===== src/sv/dvrt_pkg.sv =====
// Package for the distance-vector route table unit.
// Holds sizes, item and result codes, controller states and the command/status
// structs shared by the controller, the datapath and the top level. No dependencies.
package dvrt_pkg;

    // Table geometry and result limits.
    localparam int TABLE_DEPTH = 32;
    localparam int MAX_RESULTS = 32;
    localparam int IDX_W       = $clog2(TABLE_DEPTH);
    localparam int CNT_W       = $clog2(TABLE_DEPTH + 1);
    localparam int NOUT_W      = $clog2(MAX_RESULTS);

    // Field widths.
    localparam int ADDR_W = 32;
    localparam int MET_W  = 9;

    // Configuration port.
    localparam int PADDR_W = 2;
    localparam int PDATA_W = 32;
    localparam logic [PADDR_W-1:0] ADDR_INFINITY  = 2'd0;
    localparam logic [MET_W-1:0]   INFINITY_RESET = 9'd16;

    // Item kinds.
    typedef enum logic [1:0] {
        MODE_INSTALL = 2'd0,
        MODE_LEARN   = 2'd1,
        MODE_QUERY   = 2'd2,
        MODE_DUMP    = 2'd3
    } t_mode;

    // Result kinds.
    typedef enum logic [1:0] {
        KIND_ACK   = 2'd0,
        KIND_QUERY = 2'd1,
        KIND_DUMP  = 2'd2
    } t_kind;

    // Controller states.
    typedef enum logic [2:0] {
        S_IDLE,
        S_SRC,
        S_DST,
        S_COMMIT,
        S_DUMP
    } t_state;

    // Commands from the controller to the datapath.
    typedef struct packed {
        logic accept;
        logic scan_start;
        logic key_src;
        logic latch_sum;
        logic commit;
        logic dump_start;
    } t_dp_cmd;

    // Status from the datapath to the controller.
    typedef struct packed {
        logic scan_done;
        logic dump_done;
        logic push_ok;
    } t_dp_sts;

endpackage


===== src/sv/distance_vector_route_table_unit.sv =====
// Top level of the distance-vector route table unit.
// Holds the configuration register and joins dvrt_ctrl and dvrt_dpath; depends on dvrt_pkg.
//
//  Channel   Handshake                  Payload
//  -------   -------------------------  ---------------------------------------------
//  in        i_in_valid / o_in_ready    i_mode, i_address, i_source_address,
//                                       i_advertised_metric, i_include_local
//  out       o_out_valid / i_out_ready  o_kind, o_entry_address, o_entry_metric,
//                                       o_entry_valid, o_table_full, o_last
//  config    psel, penable, pwrite      paddr, pwdata, prdata, pready
//
// One item is handled at a time. The table is searched one slot per cycle through
// the memory read port over the N slots in use: once for install and query, and
// twice for learn (sender, then destination); a dump walks the slots the same way.
// Reset is synchronous and empties the table; no clearing pass is needed.
// A stalled output holds the result, and a dump pauses until the output register frees.
module distance_vector_route_table_unit (
    input  logic                            i_clk,
    input  logic                            i_rst_n,
    input  logic                            i_in_valid,
    output logic                            o_in_ready,
    input  logic [1:0]                      i_mode,
    input  logic [dvrt_pkg::ADDR_W-1:0]     i_address,
    input  logic [dvrt_pkg::ADDR_W-1:0]     i_source_address,
    input  logic [dvrt_pkg::MET_W-1:0]      i_advertised_metric,
    input  logic                            i_include_local,
    output logic                            o_out_valid,
    input  logic                            i_out_ready,
    output logic [1:0]                      o_kind,
    output logic [dvrt_pkg::ADDR_W-1:0]     o_entry_address,
    output logic [dvrt_pkg::MET_W-1:0]      o_entry_metric,
    output logic                            o_entry_valid,
    output logic                            o_table_full,
    output logic                            o_last,
    input  logic                            psel,
    input  logic                            penable,
    input  logic                            pwrite,
    input  logic [dvrt_pkg::PADDR_W-1:0]    paddr,
    input  logic [dvrt_pkg::PDATA_W-1:0]    pwdata,
    output logic [dvrt_pkg::PDATA_W-1:0]    prdata,
    output logic                            pready
);
    import dvrt_pkg::*;

    logic [MET_W-1:0] r_inf;
    t_dp_cmd          cmd;
    t_dp_sts          sts;

    // Configuration register: written on the access phase of an APB transfer.
    assign pready = 1'b1;

    always_ff @(posedge i_clk) begin
        if (!i_rst_n) begin
            r_inf <= INFINITY_RESET;
        end else if (psel && penable && pwrite && (paddr == ADDR_INFINITY)) begin
            r_inf <= pwdata[MET_W-1:0];
        end
    end

    assign prdata = (paddr == ADDR_INFINITY) ? {{(PDATA_W - MET_W){1'b0}}, r_inf} : '0;

    // Controller.
    dvrt_ctrl u_ctrl (
        .i_clk      (i_clk),
        .i_rst_n    (i_rst_n),
        .i_in_valid (i_in_valid),
        .i_mode     (i_mode),
        .i_sts      (sts),
        .o_in_ready (o_in_ready),
        .o_cmd      (cmd)
    );

    // Datapath.
    dvrt_dpath u_dpath (
        .i_clk               (i_clk),
        .i_rst_n             (i_rst_n),
        .i_cmd               (cmd),
        .o_sts               (sts),
        .i_inf               (r_inf),
        .i_mode              (i_mode),
        .i_address           (i_address),
        .i_source_address    (i_source_address),
        .i_advertised_metric (i_advertised_metric),
        .i_include_local     (i_include_local),
        .i_out_ready         (i_out_ready),
        .o_out_valid         (o_out_valid),
        .o_kind              (o_kind),
        .o_entry_address     (o_entry_address),
        .o_entry_metric      (o_entry_metric),
        .o_entry_valid       (o_entry_valid),
        .o_table_full        (o_table_full),
        .o_last              (o_last)
    );

`ifndef SYNTH
    // An accepted item keeps the input closed on the following cycle.
    a_busy_after_accept: assert property (@(posedge i_clk) disable iff (!i_rst_n)
        (i_in_valid && o_in_ready) |=> !o_in_ready)
        else $error("input ready right after a transfer");

    // A full-table result is an install or learn acknowledgment without an entry.
    a_full_is_ack: assert property (@(posedge i_clk) disable iff (!i_rst_n)
        (o_out_valid && o_table_full) |-> (!o_entry_valid && (o_kind == KIND_ACK)))
        else $error("table full flagged on a wrong result");

    // Only dump entries may be followed by further results of the same item.
    a_not_last_is_dump: assert property (@(posedge i_clk) disable iff (!i_rst_n)
        (o_out_valid && !o_last) |-> (o_kind == KIND_DUMP))
        else $error("non-final result outside a dump");
`endif

endmodule


===== src/sv/dvrt_ctrl.sv =====
// Controller state machine of the route table unit.
// Sequences lookups, the commit step and table dumps; depends on dvrt_pkg.
module dvrt_ctrl (
    input  logic              i_clk,
    input  logic              i_rst_n,
    input  logic              i_in_valid,
    input  logic [1:0]        i_mode,
    input  dvrt_pkg::t_dp_sts i_sts,
    output logic              o_in_ready,
    output dvrt_pkg::t_dp_cmd o_cmd
);
    import dvrt_pkg::*;

    t_state r_state;
    t_state n_state;
    logic   accept;

    assign o_in_ready = (r_state == S_IDLE);
    assign accept     = i_in_valid && o_in_ready;

    // State register.
    always_ff @(posedge i_clk) begin
        if (!i_rst_n) begin
            r_state <= S_IDLE;
        end else begin
            r_state <= n_state;
        end
    end

    // Next state.
    always_comb begin
        n_state = r_state;
        unique case (r_state)
            S_IDLE: begin
                if (accept) begin
                    unique case (t_mode'(i_mode)) inside
                        MODE_LEARN:               n_state = S_SRC;
                        MODE_DUMP:                n_state = S_DUMP;
                        MODE_INSTALL, MODE_QUERY: n_state = S_DST;
                        default:                  n_state = S_DST;
                    endcase
                end
            end
            S_SRC: begin
                if (i_sts.scan_done) n_state = S_DST;
            end
            S_DST: begin
                if (i_sts.scan_done) n_state = S_COMMIT;
            end
            S_COMMIT: begin
                if (i_sts.push_ok) n_state = S_IDLE;
            end
            S_DUMP: begin
                if (i_sts.dump_done) n_state = S_IDLE;
            end
            default: n_state = S_IDLE;
        endcase
    end

    // Commands to the datapath.
    always_comb begin
        o_cmd = '0;
        unique case (r_state)
            S_IDLE: begin
                o_cmd.accept = accept;
                if (accept) begin
                    unique case (t_mode'(i_mode)) inside
                        MODE_LEARN: begin
                            o_cmd.scan_start = 1'b1;
                            o_cmd.key_src    = 1'b1;
                        end
                        MODE_DUMP:                o_cmd.dump_start = 1'b1;
                        MODE_INSTALL, MODE_QUERY: o_cmd.scan_start = 1'b1;
                        default:                  o_cmd.scan_start = 1'b1;
                    endcase
                end
            end
            S_SRC: begin
                // The sender's metric is known: keep the sum and look up the destination.
                if (i_sts.scan_done) begin
                    o_cmd.latch_sum  = 1'b1;
                    o_cmd.scan_start = 1'b1;
                end
            end
            S_COMMIT: o_cmd.commit = i_sts.push_ok;
            S_DST, S_DUMP: ;
            default: ;
        endcase
    end

endmodule


===== src/sv/dvrt_dpath.sv =====
// Datapath of the route table unit: the address and metric memories, the
// sequential scan engine, the metric update and the output register. Depends on dvrt_pkg.
module dvrt_dpath (
    input  logic                            i_clk,
    input  logic                            i_rst_n,
    input  dvrt_pkg::t_dp_cmd               i_cmd,
    output dvrt_pkg::t_dp_sts               o_sts,
    input  logic [dvrt_pkg::MET_W-1:0]      i_inf,
    input  logic [1:0]                      i_mode,
    input  logic [dvrt_pkg::ADDR_W-1:0]     i_address,
    input  logic [dvrt_pkg::ADDR_W-1:0]     i_source_address,
    input  logic [dvrt_pkg::MET_W-1:0]      i_advertised_metric,
    input  logic                            i_include_local,
    input  logic                            i_out_ready,
    output logic                            o_out_valid,
    output logic [1:0]                      o_kind,
    output logic [dvrt_pkg::ADDR_W-1:0]     o_entry_address,
    output logic [dvrt_pkg::MET_W-1:0]      o_entry_metric,
    output logic                            o_entry_valid,
    output logic                            o_table_full,
    output logic                            o_last
);
    import dvrt_pkg::*;

    localparam logic [NOUT_W-1:0] NOUT_LAST = NOUT_W'(MAX_RESULTS - 1);
    localparam logic [CNT_W-1:0]  DEPTH_CNT = CNT_W'(TABLE_DEPTH);

    // Table memories; only slots below the fill count are ever read for a decision.
    logic [ADDR_W-1:0] r_addr_mem   [TABLE_DEPTH];
    logic [MET_W-1:0]  r_metric_mem [TABLE_DEPTH];
    logic [ADDR_W-1:0] r_rd_addr;
    logic [MET_W-1:0]  r_rd_metric;

    // Latched item.
    t_mode             r_mode;
    logic [ADDR_W-1:0] r_address;
    logic [ADDR_W-1:0] r_source;
    logic [MET_W-1:0]  r_adv;
    logic              r_incl;

    // Scan engine.
    logic              r_scan;
    logic              r_dump;
    logic [ADDR_W-1:0] r_key;
    logic [CNT_W-1:0]  r_idx;
    logic              r_pend;
    logic [IDX_W-1:0]  r_pidx;
    logic [CNT_W-1:0]  r_count;

    // Lookup results and the learned sum.
    logic              r_hit;
    logic [IDX_W-1:0]  r_hit_idx;
    logic [MET_W-1:0]  r_hit_metric;
    logic [MET_W-1:0]  r_sum;

    // Dump look-ahead entry and result count.
    logic              r_hold_v;
    logic [ADDR_W-1:0] r_hold_addr;
    logic [MET_W-1:0]  r_hold_metric;
    logic [NOUT_W-1:0] r_nout;

    // Output register.
    logic              r_out_valid;
    t_kind             r_out_kind;
    logic [ADDR_W-1:0] r_out_addr;
    logic [MET_W-1:0]  r_out_metric;
    logic              r_out_evalid;
    logic              r_out_full;
    logic              r_out_last;

    logic              match;
    logic              qual;
    logic              more;
    logic              push_ok;
    logic              hit_now;
    logic              lookup_done;
    logic              fin;
    logic              dump_fin_push;
    logic              dump_mid_push;
    logic              hold_load;
    logic              advance;
    logic [IDX_W-1:0]  rd_idx;
    logic [ADDR_W-1:0] key;
    logic [MET_W-1:0]  via;
    logic [MET_W:0]    sum_wide;
    logic [MET_W-1:0]  sum_sat;
    logic              is_query;
    logic              tbl_room;
    logic              is_new;
    logic              is_full;
    logic [MET_W-1:0]  stored;
    logic [IDX_W-1:0]  w_idx;
    logic [MET_W-1:0]  new_metric;
    logic              out_push;

    // Scan compare: the read data belongs to slot r_pidx when r_pend is set.
    assign match   = (r_rd_addr == r_key);
    assign qual    = (r_rd_metric != '0) || r_incl;
    assign more    = (r_idx < r_count);
    assign push_ok = !r_out_valid || i_out_ready;
    assign hit_now = r_pend && match;

    assign lookup_done = r_scan && !r_dump && (hit_now || (!r_pend && !more));

    // A dump ends when the table is exhausted or the result limit is reached.
    assign fin           = (r_hold_v && (r_nout == NOUT_LAST)) || (!r_pend && !more);
    assign dump_fin_push = r_scan && r_dump && fin && push_ok;
    assign dump_mid_push = r_scan && r_dump && !fin && r_pend && qual && r_hold_v && push_ok;
    assign hold_load     = r_scan && r_dump && !fin && r_pend && qual && (!r_hold_v || push_ok);
    assign advance       = !(r_scan && r_dump &&
                             (fin || (r_pend && qual && r_hold_v && !push_ok)));

    // A stalled dump rereads the same slot so the read data holds.
    assign rd_idx = advance ? r_idx[IDX_W-1:0] : r_pidx;

    // Search key comes straight from the ports on the transfer cycle, else from the latched item.
    always_comb begin
        if (i_cmd.key_src) begin
            key = i_cmd.accept ? i_source_address : r_source;
        end else begin
            key = i_cmd.accept ? i_address : r_address;
        end
    end

    // Advertised metric plus metric to the sender, saturating at infinity.
    assign via      = hit_now ? r_rd_metric : i_inf;
    assign sum_wide = {1'b0, r_adv} + {1'b0, via};
    assign sum_sat  = (sum_wide > {1'b0, i_inf}) ? i_inf : sum_wide[MET_W-1:0];

    // Commit step: existing slot, new slot at infinity, or a full table.
    assign is_query   = (r_mode == MODE_QUERY);
    assign tbl_room   = (r_count < DEPTH_CNT);
    assign is_new     = !r_hit && tbl_room;
    assign is_full    = !r_hit && !tbl_room;
    assign stored     = r_hit ? r_hit_metric : i_inf;
    assign w_idx      = r_hit ? r_hit_idx : r_count[IDX_W-1:0];
    assign new_metric = (r_mode == MODE_INSTALL) ? '0 :
                        ((r_sum < stored) ? r_sum : stored);

    assign out_push = i_cmd.commit || dump_mid_push || dump_fin_push;

    assign o_sts.scan_done = lookup_done;
    assign o_sts.dump_done = dump_fin_push;
    assign o_sts.push_ok   = push_ok;

    // Memory read and write ports.
    always_ff @(posedge i_clk) begin
        r_rd_addr   <= r_addr_mem[rd_idx];
        r_rd_metric <= r_metric_mem[rd_idx];
        if (i_cmd.commit && !is_query && !is_full) begin
            r_metric_mem[w_idx] <= new_metric;
            if (is_new) begin
                r_addr_mem[w_idx] <= r_address;
            end
        end
    end

    // Control state of the scan engine, fill count and output register.
    always_ff @(posedge i_clk) begin
        if (!i_rst_n) begin
            r_scan      <= 1'b0;
            r_dump      <= 1'b0;
            r_pend      <= 1'b0;
            r_hold_v    <= 1'b0;
            r_count     <= '0;
            r_out_valid <= 1'b0;
        end else begin
            if (r_out_valid && i_out_ready) r_out_valid <= 1'b0;
            if (out_push) r_out_valid <= 1'b1;
            if (r_scan && advance) r_pend <= more;
            if (lookup_done || dump_fin_push) r_scan <= 1'b0;
            if (hold_load) r_hold_v <= 1'b1;
            if (dump_fin_push) r_hold_v <= 1'b0;
            if (i_cmd.commit && !is_query && is_new) r_count <= r_count + 1'b1;
            if (i_cmd.scan_start) begin
                r_scan <= 1'b1;
                r_dump <= 1'b0;
                r_pend <= 1'b0;
            end
            if (i_cmd.dump_start) begin
                r_scan   <= 1'b1;
                r_dump   <= 1'b1;
                r_pend   <= 1'b0;
                r_hold_v <= 1'b0;
            end
        end
    end

    // Payload registers.
    always_ff @(posedge i_clk) begin
        if (i_cmd.accept) begin
            r_mode    <= t_mode'(i_mode);
            r_address <= i_address;
            r_source  <= i_source_address;
            r_adv     <= i_advertised_metric;
            r_incl    <= i_include_local;
        end
        if (r_scan && advance && more) begin
            r_pidx <= r_idx[IDX_W-1:0];
            r_idx  <= r_idx + 1'b1;
        end
        if (i_cmd.scan_start || i_cmd.dump_start) begin
            r_idx  <= '0;
            r_key  <= key;
            r_nout <= '0;
        end
        if (lookup_done) begin
            r_hit        <= hit_now;
            r_hit_idx    <= r_pidx;
            r_hit_metric <= r_rd_metric;
        end
        if (i_cmd.latch_sum) r_sum <= sum_sat;
        if (hold_load) begin
            r_hold_addr   <= r_rd_addr;
            r_hold_metric <= r_rd_metric;
        end
        if (dump_mid_push) r_nout <= r_nout + 1'b1;

        // Result selection.
        if (i_cmd.commit) begin
            r_out_kind <= is_query ? KIND_QUERY : KIND_ACK;
            r_out_addr <= r_address;
            if (is_query) begin
                r_out_metric <= r_hit ? r_hit_metric : i_inf;
                r_out_evalid <= r_hit;
                r_out_full   <= 1'b0;
            end else begin
                r_out_metric <= is_full ? i_inf : new_metric;
                r_out_evalid <= !is_full;
                r_out_full   <= is_full;
            end
            r_out_last <= 1'b1;
        end else if (dump_mid_push) begin
            r_out_kind   <= KIND_DUMP;
            r_out_addr   <= r_hold_addr;
            r_out_metric <= r_hold_metric;
            r_out_evalid <= 1'b1;
            r_out_full   <= 1'b0;
            r_out_last   <= 1'b0;
        end else if (dump_fin_push) begin
            r_out_kind   <= KIND_DUMP;
            r_out_addr   <= r_hold_v ? r_hold_addr : '0;
            r_out_metric <= r_hold_v ? r_hold_metric : '0;
            r_out_evalid <= r_hold_v;
            r_out_full   <= 1'b0;
            r_out_last   <= 1'b1;
        end
    end

    assign o_out_valid     = r_out_valid;
    assign o_kind          = r_out_kind;
    assign o_entry_address = r_out_addr;
    assign o_entry_metric  = r_out_metric;
    assign o_entry_valid   = r_out_evalid;
    assign o_table_full    = r_out_full;
    assign o_last          = r_out_last;

endmodule

===== config.mk =====
export PLATFORM = sky130hd
export DESIGN_NAME = distance_vector_route_table_unit
export DESIGN_NICKNAME = d
export VERILOG_FILES = /design/src/sv/dvrt_pkg.sv /design/src/sv/distance_vector_route_table_unit.sv /design/src/sv/dvrt_ctrl.sv /design/src/sv/dvrt_dpath.sv
export SDC_FILE = /design/constraint.sdc
export NUM_CORES = 2
export LEC_CHECK = 0
export BUFFER_PORTS_ARGS = -buffer_cell sky130_fd_sc_hd__buf_2
export CORE_MARGIN = 1.5
export CORE_UTILIZATION = 51
export DETAILED_ROUTE_END_ITERATION = 8
export PLACE_DENSITY = 0.67
export SLEW_MARGIN = 25
export SYNTH_ARGS = -nofsm -noshare
export SYNTH_HDL_FRONTEND = slang
export SYNTH_SLANG_ARGS = --single-unit
export TNS_END_PERCENT = 20

===== constraint.sdc =====
create_clock -name i_clk -period 12.7 [get_ports i_clk]
set_clock_uncertainty 0.1 [all_clocks]
set_input_delay 1.27 -clock i_clk [delete_from_list [all_inputs] [get_ports i_clk]]
set_output_delay 1.27 -clock i_clk [all_outputs]
set_load 0.01 [all_outputs]

==> impl_results.rst <==
.. list-table::
   :header-rows: 1

   * - Metric
     - Value
   * - Share of cells above drive strength 1
     - 0.129
   * - Detailed-route wire length per cell
     - 25.2 um
   * - Actual slew at the worst max-slew pin
     - 1120 ps
   * - Total negative slack for setup checks
     - 0 ps
   * - Warnings from Yosys
     - 0
   * - Final setup violating endpoints
     - 0
   * - Status
     - finished, final reports clean
   * - Number of setup buffers added after CTS
     - 0
   * - Number of search-and-repair iterations in the first detailed-routing pass
     - 5
   * - Worst Setup Start Kind
     - register
   * - Worst supply voltage drop on vdd
     - 0.124 mV
   * - Total core area
     - 120000 um^2
   * - Wirelength, routed
     - 159000 um
   * - Most used DFF post-synth
     - edfxtp_1
   * - Clock H-tree levels
     - 4
   * - Growth of design area from synthesis to finish
     - 12.1%
   * - Leading cell types in the layout, fill and taps excluded
     - 1476 x edfxtp_1, 1038 x nand2_1, 260 x nand3_1, 202 x mux2i_1, 159 x clkbuf_16
   * - Gates resized, CTS repair
     - 0
   * - Antenna Diode Count
     - 0
   * - Fraction of post-synthesis cell area in the top cell type by area
     - 0.713
   * - Relative max-transition margin
     - 0.252
   * - Class of the most critical hold timing path
     - register to register
   * - Design Power
     - 11.1 mW
   * - Remaining antenna violation count after routing
     - 0
   * - Crit path capture type
     - register
   * - Largest fanout of any net on the critical path
     - 9
   * - Share of synthesized area occupied by flip-flops and latches
     - 0.747
   * - Synth cell types
     - 71
   * - Count of unresolved DRC violations after routing
     - 0
   * - Height of the chip
     - 352 um
   * - Areal power density over the cells
     - 160 nW/um^2
   * - Most common library cell in the layout ignoring fill and taps
     - edfxtp_1
   * - Post-synthesis area per instance
     - 14.1 um^2
   * - Number of sinks driven by the clock tree
     - 1579
   * - Hold buffers post-CTS
     - 0
   * - CTS clock-pin slew for the worst setup and hold paths
     - 60 ps
   * - Mapped Cells
     - 4411
   * - Number of buffers inserted during clock tree synthesis
     - 154
   * - Min Clock Period, post-route
     - 6280 ps
   * - Leak Pwr
     - 23.9 nW
   * - HPWL reported at the end of detailed placement
     - 91100 um
   * - Summed instance area of the synthesized netlist
     - 62100 um^2
   * - Maximum number of buffers from clock root to sink
     - 3
   * - Crit path kind
     - register to register
   * - Vias in the first global route
     - 36284
   * - Number of antenna violations at the first check in global routing
     - 1
   * - Tcrit/Tclk final
     - 0.495
   * - Fin Hold WS
     - 352 ps
   * - DIE WIDTH
     - 352 um
   * - Number of cells on the worst hold path
     - 0
   * - Count of state elements after synthesis
     - 1579
   * - Total Die Area
     - 124000 um^2
   * - Data arrival at the endpoint of the critical path
     - 6700 ps
   * - Overflow after GRT
     - 0
   * - # Max-Cap Violations
     - 0
   * - Count of pins over their slew limit
     - 0
   * - Number of I/O pins
     - 198
   * - Cell accounting for the most synthesized area
     - edfxtp_1
   * - Standard-cell rows
     - 127
   * - Count of input and output buffers
     - 150
   * - Initial cell density of the core
     - 0.516
   * - Top post-synthesis cells by area
     - edfxtp_1 71%, nand2_1 6.3%, dfxtp_1 3.3%
   * - Final hold viol count
     - 0
   * - Timing-limited maximum frequency
     - 159 MHz
   * - Share of flip-flops with an asynchronous set or reset
     - 0
   * - Weighted congestion at the end of routability-driven global placement
     - 0.858
   * - TritonCTS clock tree
     - built
   * - Clock root buffer
     - clkbuf_16
   * - Global routing usage summed across all routing layers
     - 0.254
   * - EDFF count, synth
     - 1476
   * - Unrepaired setup endpoints after global routing
     - no
   * - Critical Path RT
     - 13120 ps
   * - Total number of vias
     - 38003
   * - Clock latency of the later-clocked register in the worst-skew pair
     - 780 ps
   * - Initial DRC count
     - 4603
   * - Final net count
     - 4735
   * - Wire length of the first global-routing pass
     - 234000 um
   * - Pin count of the biggest net entering global routing
     - 76
   * - Worst r2r path cells
     - 22
   * - Avg Vias per Cell
     - 6.02
## cells in the mapped netlist (all sizes together) (38+ instances only)
cell        n
o22a       38
clkbuf    130
buf       134
dfxtp     103
a221oi     39
nand2    1038
a31oi      44
a21oi      53
mux2       48
nor2      201
a32oi      82
mux2i     206
nand3     261
nor4       54
o2111ai    44
edfxtp   1476
o21ai     113
inv        44
nand4      89
## worst max-delay path, stage by stage, from the launching register on
cell and delay [ps]:
dfxtp_1 600, xor2_1 270, nor4_1 390, nand4_1 150, or4_1 730, nand2_1 130, nand2_1 60, ha_1 190
inv_1 70, fa_1 210, nor2b_1 50, o21ai_0 210, a21boi_0 150, o21ai_0 190, nand2b_1 100, a21o_1 180
a21oi_1 200, xnor2_1 140, ha_1 320, nand3_1 70, o32a_1 300, a221oi_2 770, mux2_2 410
## routing by layer
| metal | share of wire | up-vias | wire length, um | global-route usage |
|---|---|---|---|---|
| met3 | 0.10 | 276 | 16100 | 0.0442 |
| met2 | 0.47 | 1996 | 74200 | 0.402 |
| met1 | 0.41 | 18934 | 64800 | 0.361 |
| li1 | - | 16797 | - | - |
| met4 | 0.026 | 0 | 4160 | 0.0784 |
| met5 | 0 | - | 0 | 0 |
## final cells by class
type,count,area [um^2]
flip-flops and latches,1579,46400
clock inverters,72,539
clock buffers,207,4200
fillers,9225,50800
repair buffers,257,1550
inverters,44,165
well taps,1612,2020
multi-input cells,2546,14800
## stage by stage
| stage | util | worst slack (ps) | std cells | cell area (um^2) |
|---|---|---|---|---|
| final | 0.578 | 6420 | 6317 | 69700 |
| after detailed placement | 0.539 | 5870 | 6038 | 64900 |
| after global placement | 0.539 | 5950 | 6038 | 64900 |
| after floorplan | - | 7080 | 4433 | 62200 |
| after global routing | 0.578 | 6170 | 6317 | 69700 |
| after CTS | 0.578 | 6530 | 6317 | 69600 |
## where the power goes
group	switching [mW]	internal, mW
Sequential	0.195	6.02
Combinational	0.410	0.152
Clock	1.89	2.44
Total	2.49	8.62
## cell families after synthesis
| logic type | synth area share |
|---|---|
| buffers and inverters | 0.0239 |
| AND/OR/NAND/NOR | 0.118 |
| flip-flops | 0.747 |
| AO/OA/AOI/OAI | 0.0550 |
| adder cells (fa/ha/maj) | 0.00737 |
| other | 0.000121 |
| XOR/XNOR | 0.00705 |
| multiplexers | 0.0424 |
## registers in the layout (all words and copies together) (netlist names), 32 cells and up
name	cells
u_dpath.r_address	32
u_dpath.r_rd_addr	32
u_dpath.o_entry_address	32
u_dpath.r_metric_mem	288
u_dpath.r_hold_addr	32
u_dpath.r_key	32
u_dpath.r_addr_mem	1024
## path summary, 6_finish.rpt
check	start	to	slack, ps
worst max-delay path	u_dpath.r_rd_addr[29]	u_dpath.r_sum[7]	6420
worst min-delay path	u_dpath.r_rd_addr[25]	u_dpath.r_hold_addr[25]	350
worst max register to register	u_dpath.r_rd_addr[29]	u_dpath.r_sum[7]	6420
worst min register to register	u_dpath.r_rd_addr[25]	u_dpath.r_hold_addr[25]	350
No activity file was read; power rests on OpenSTA's default activity.
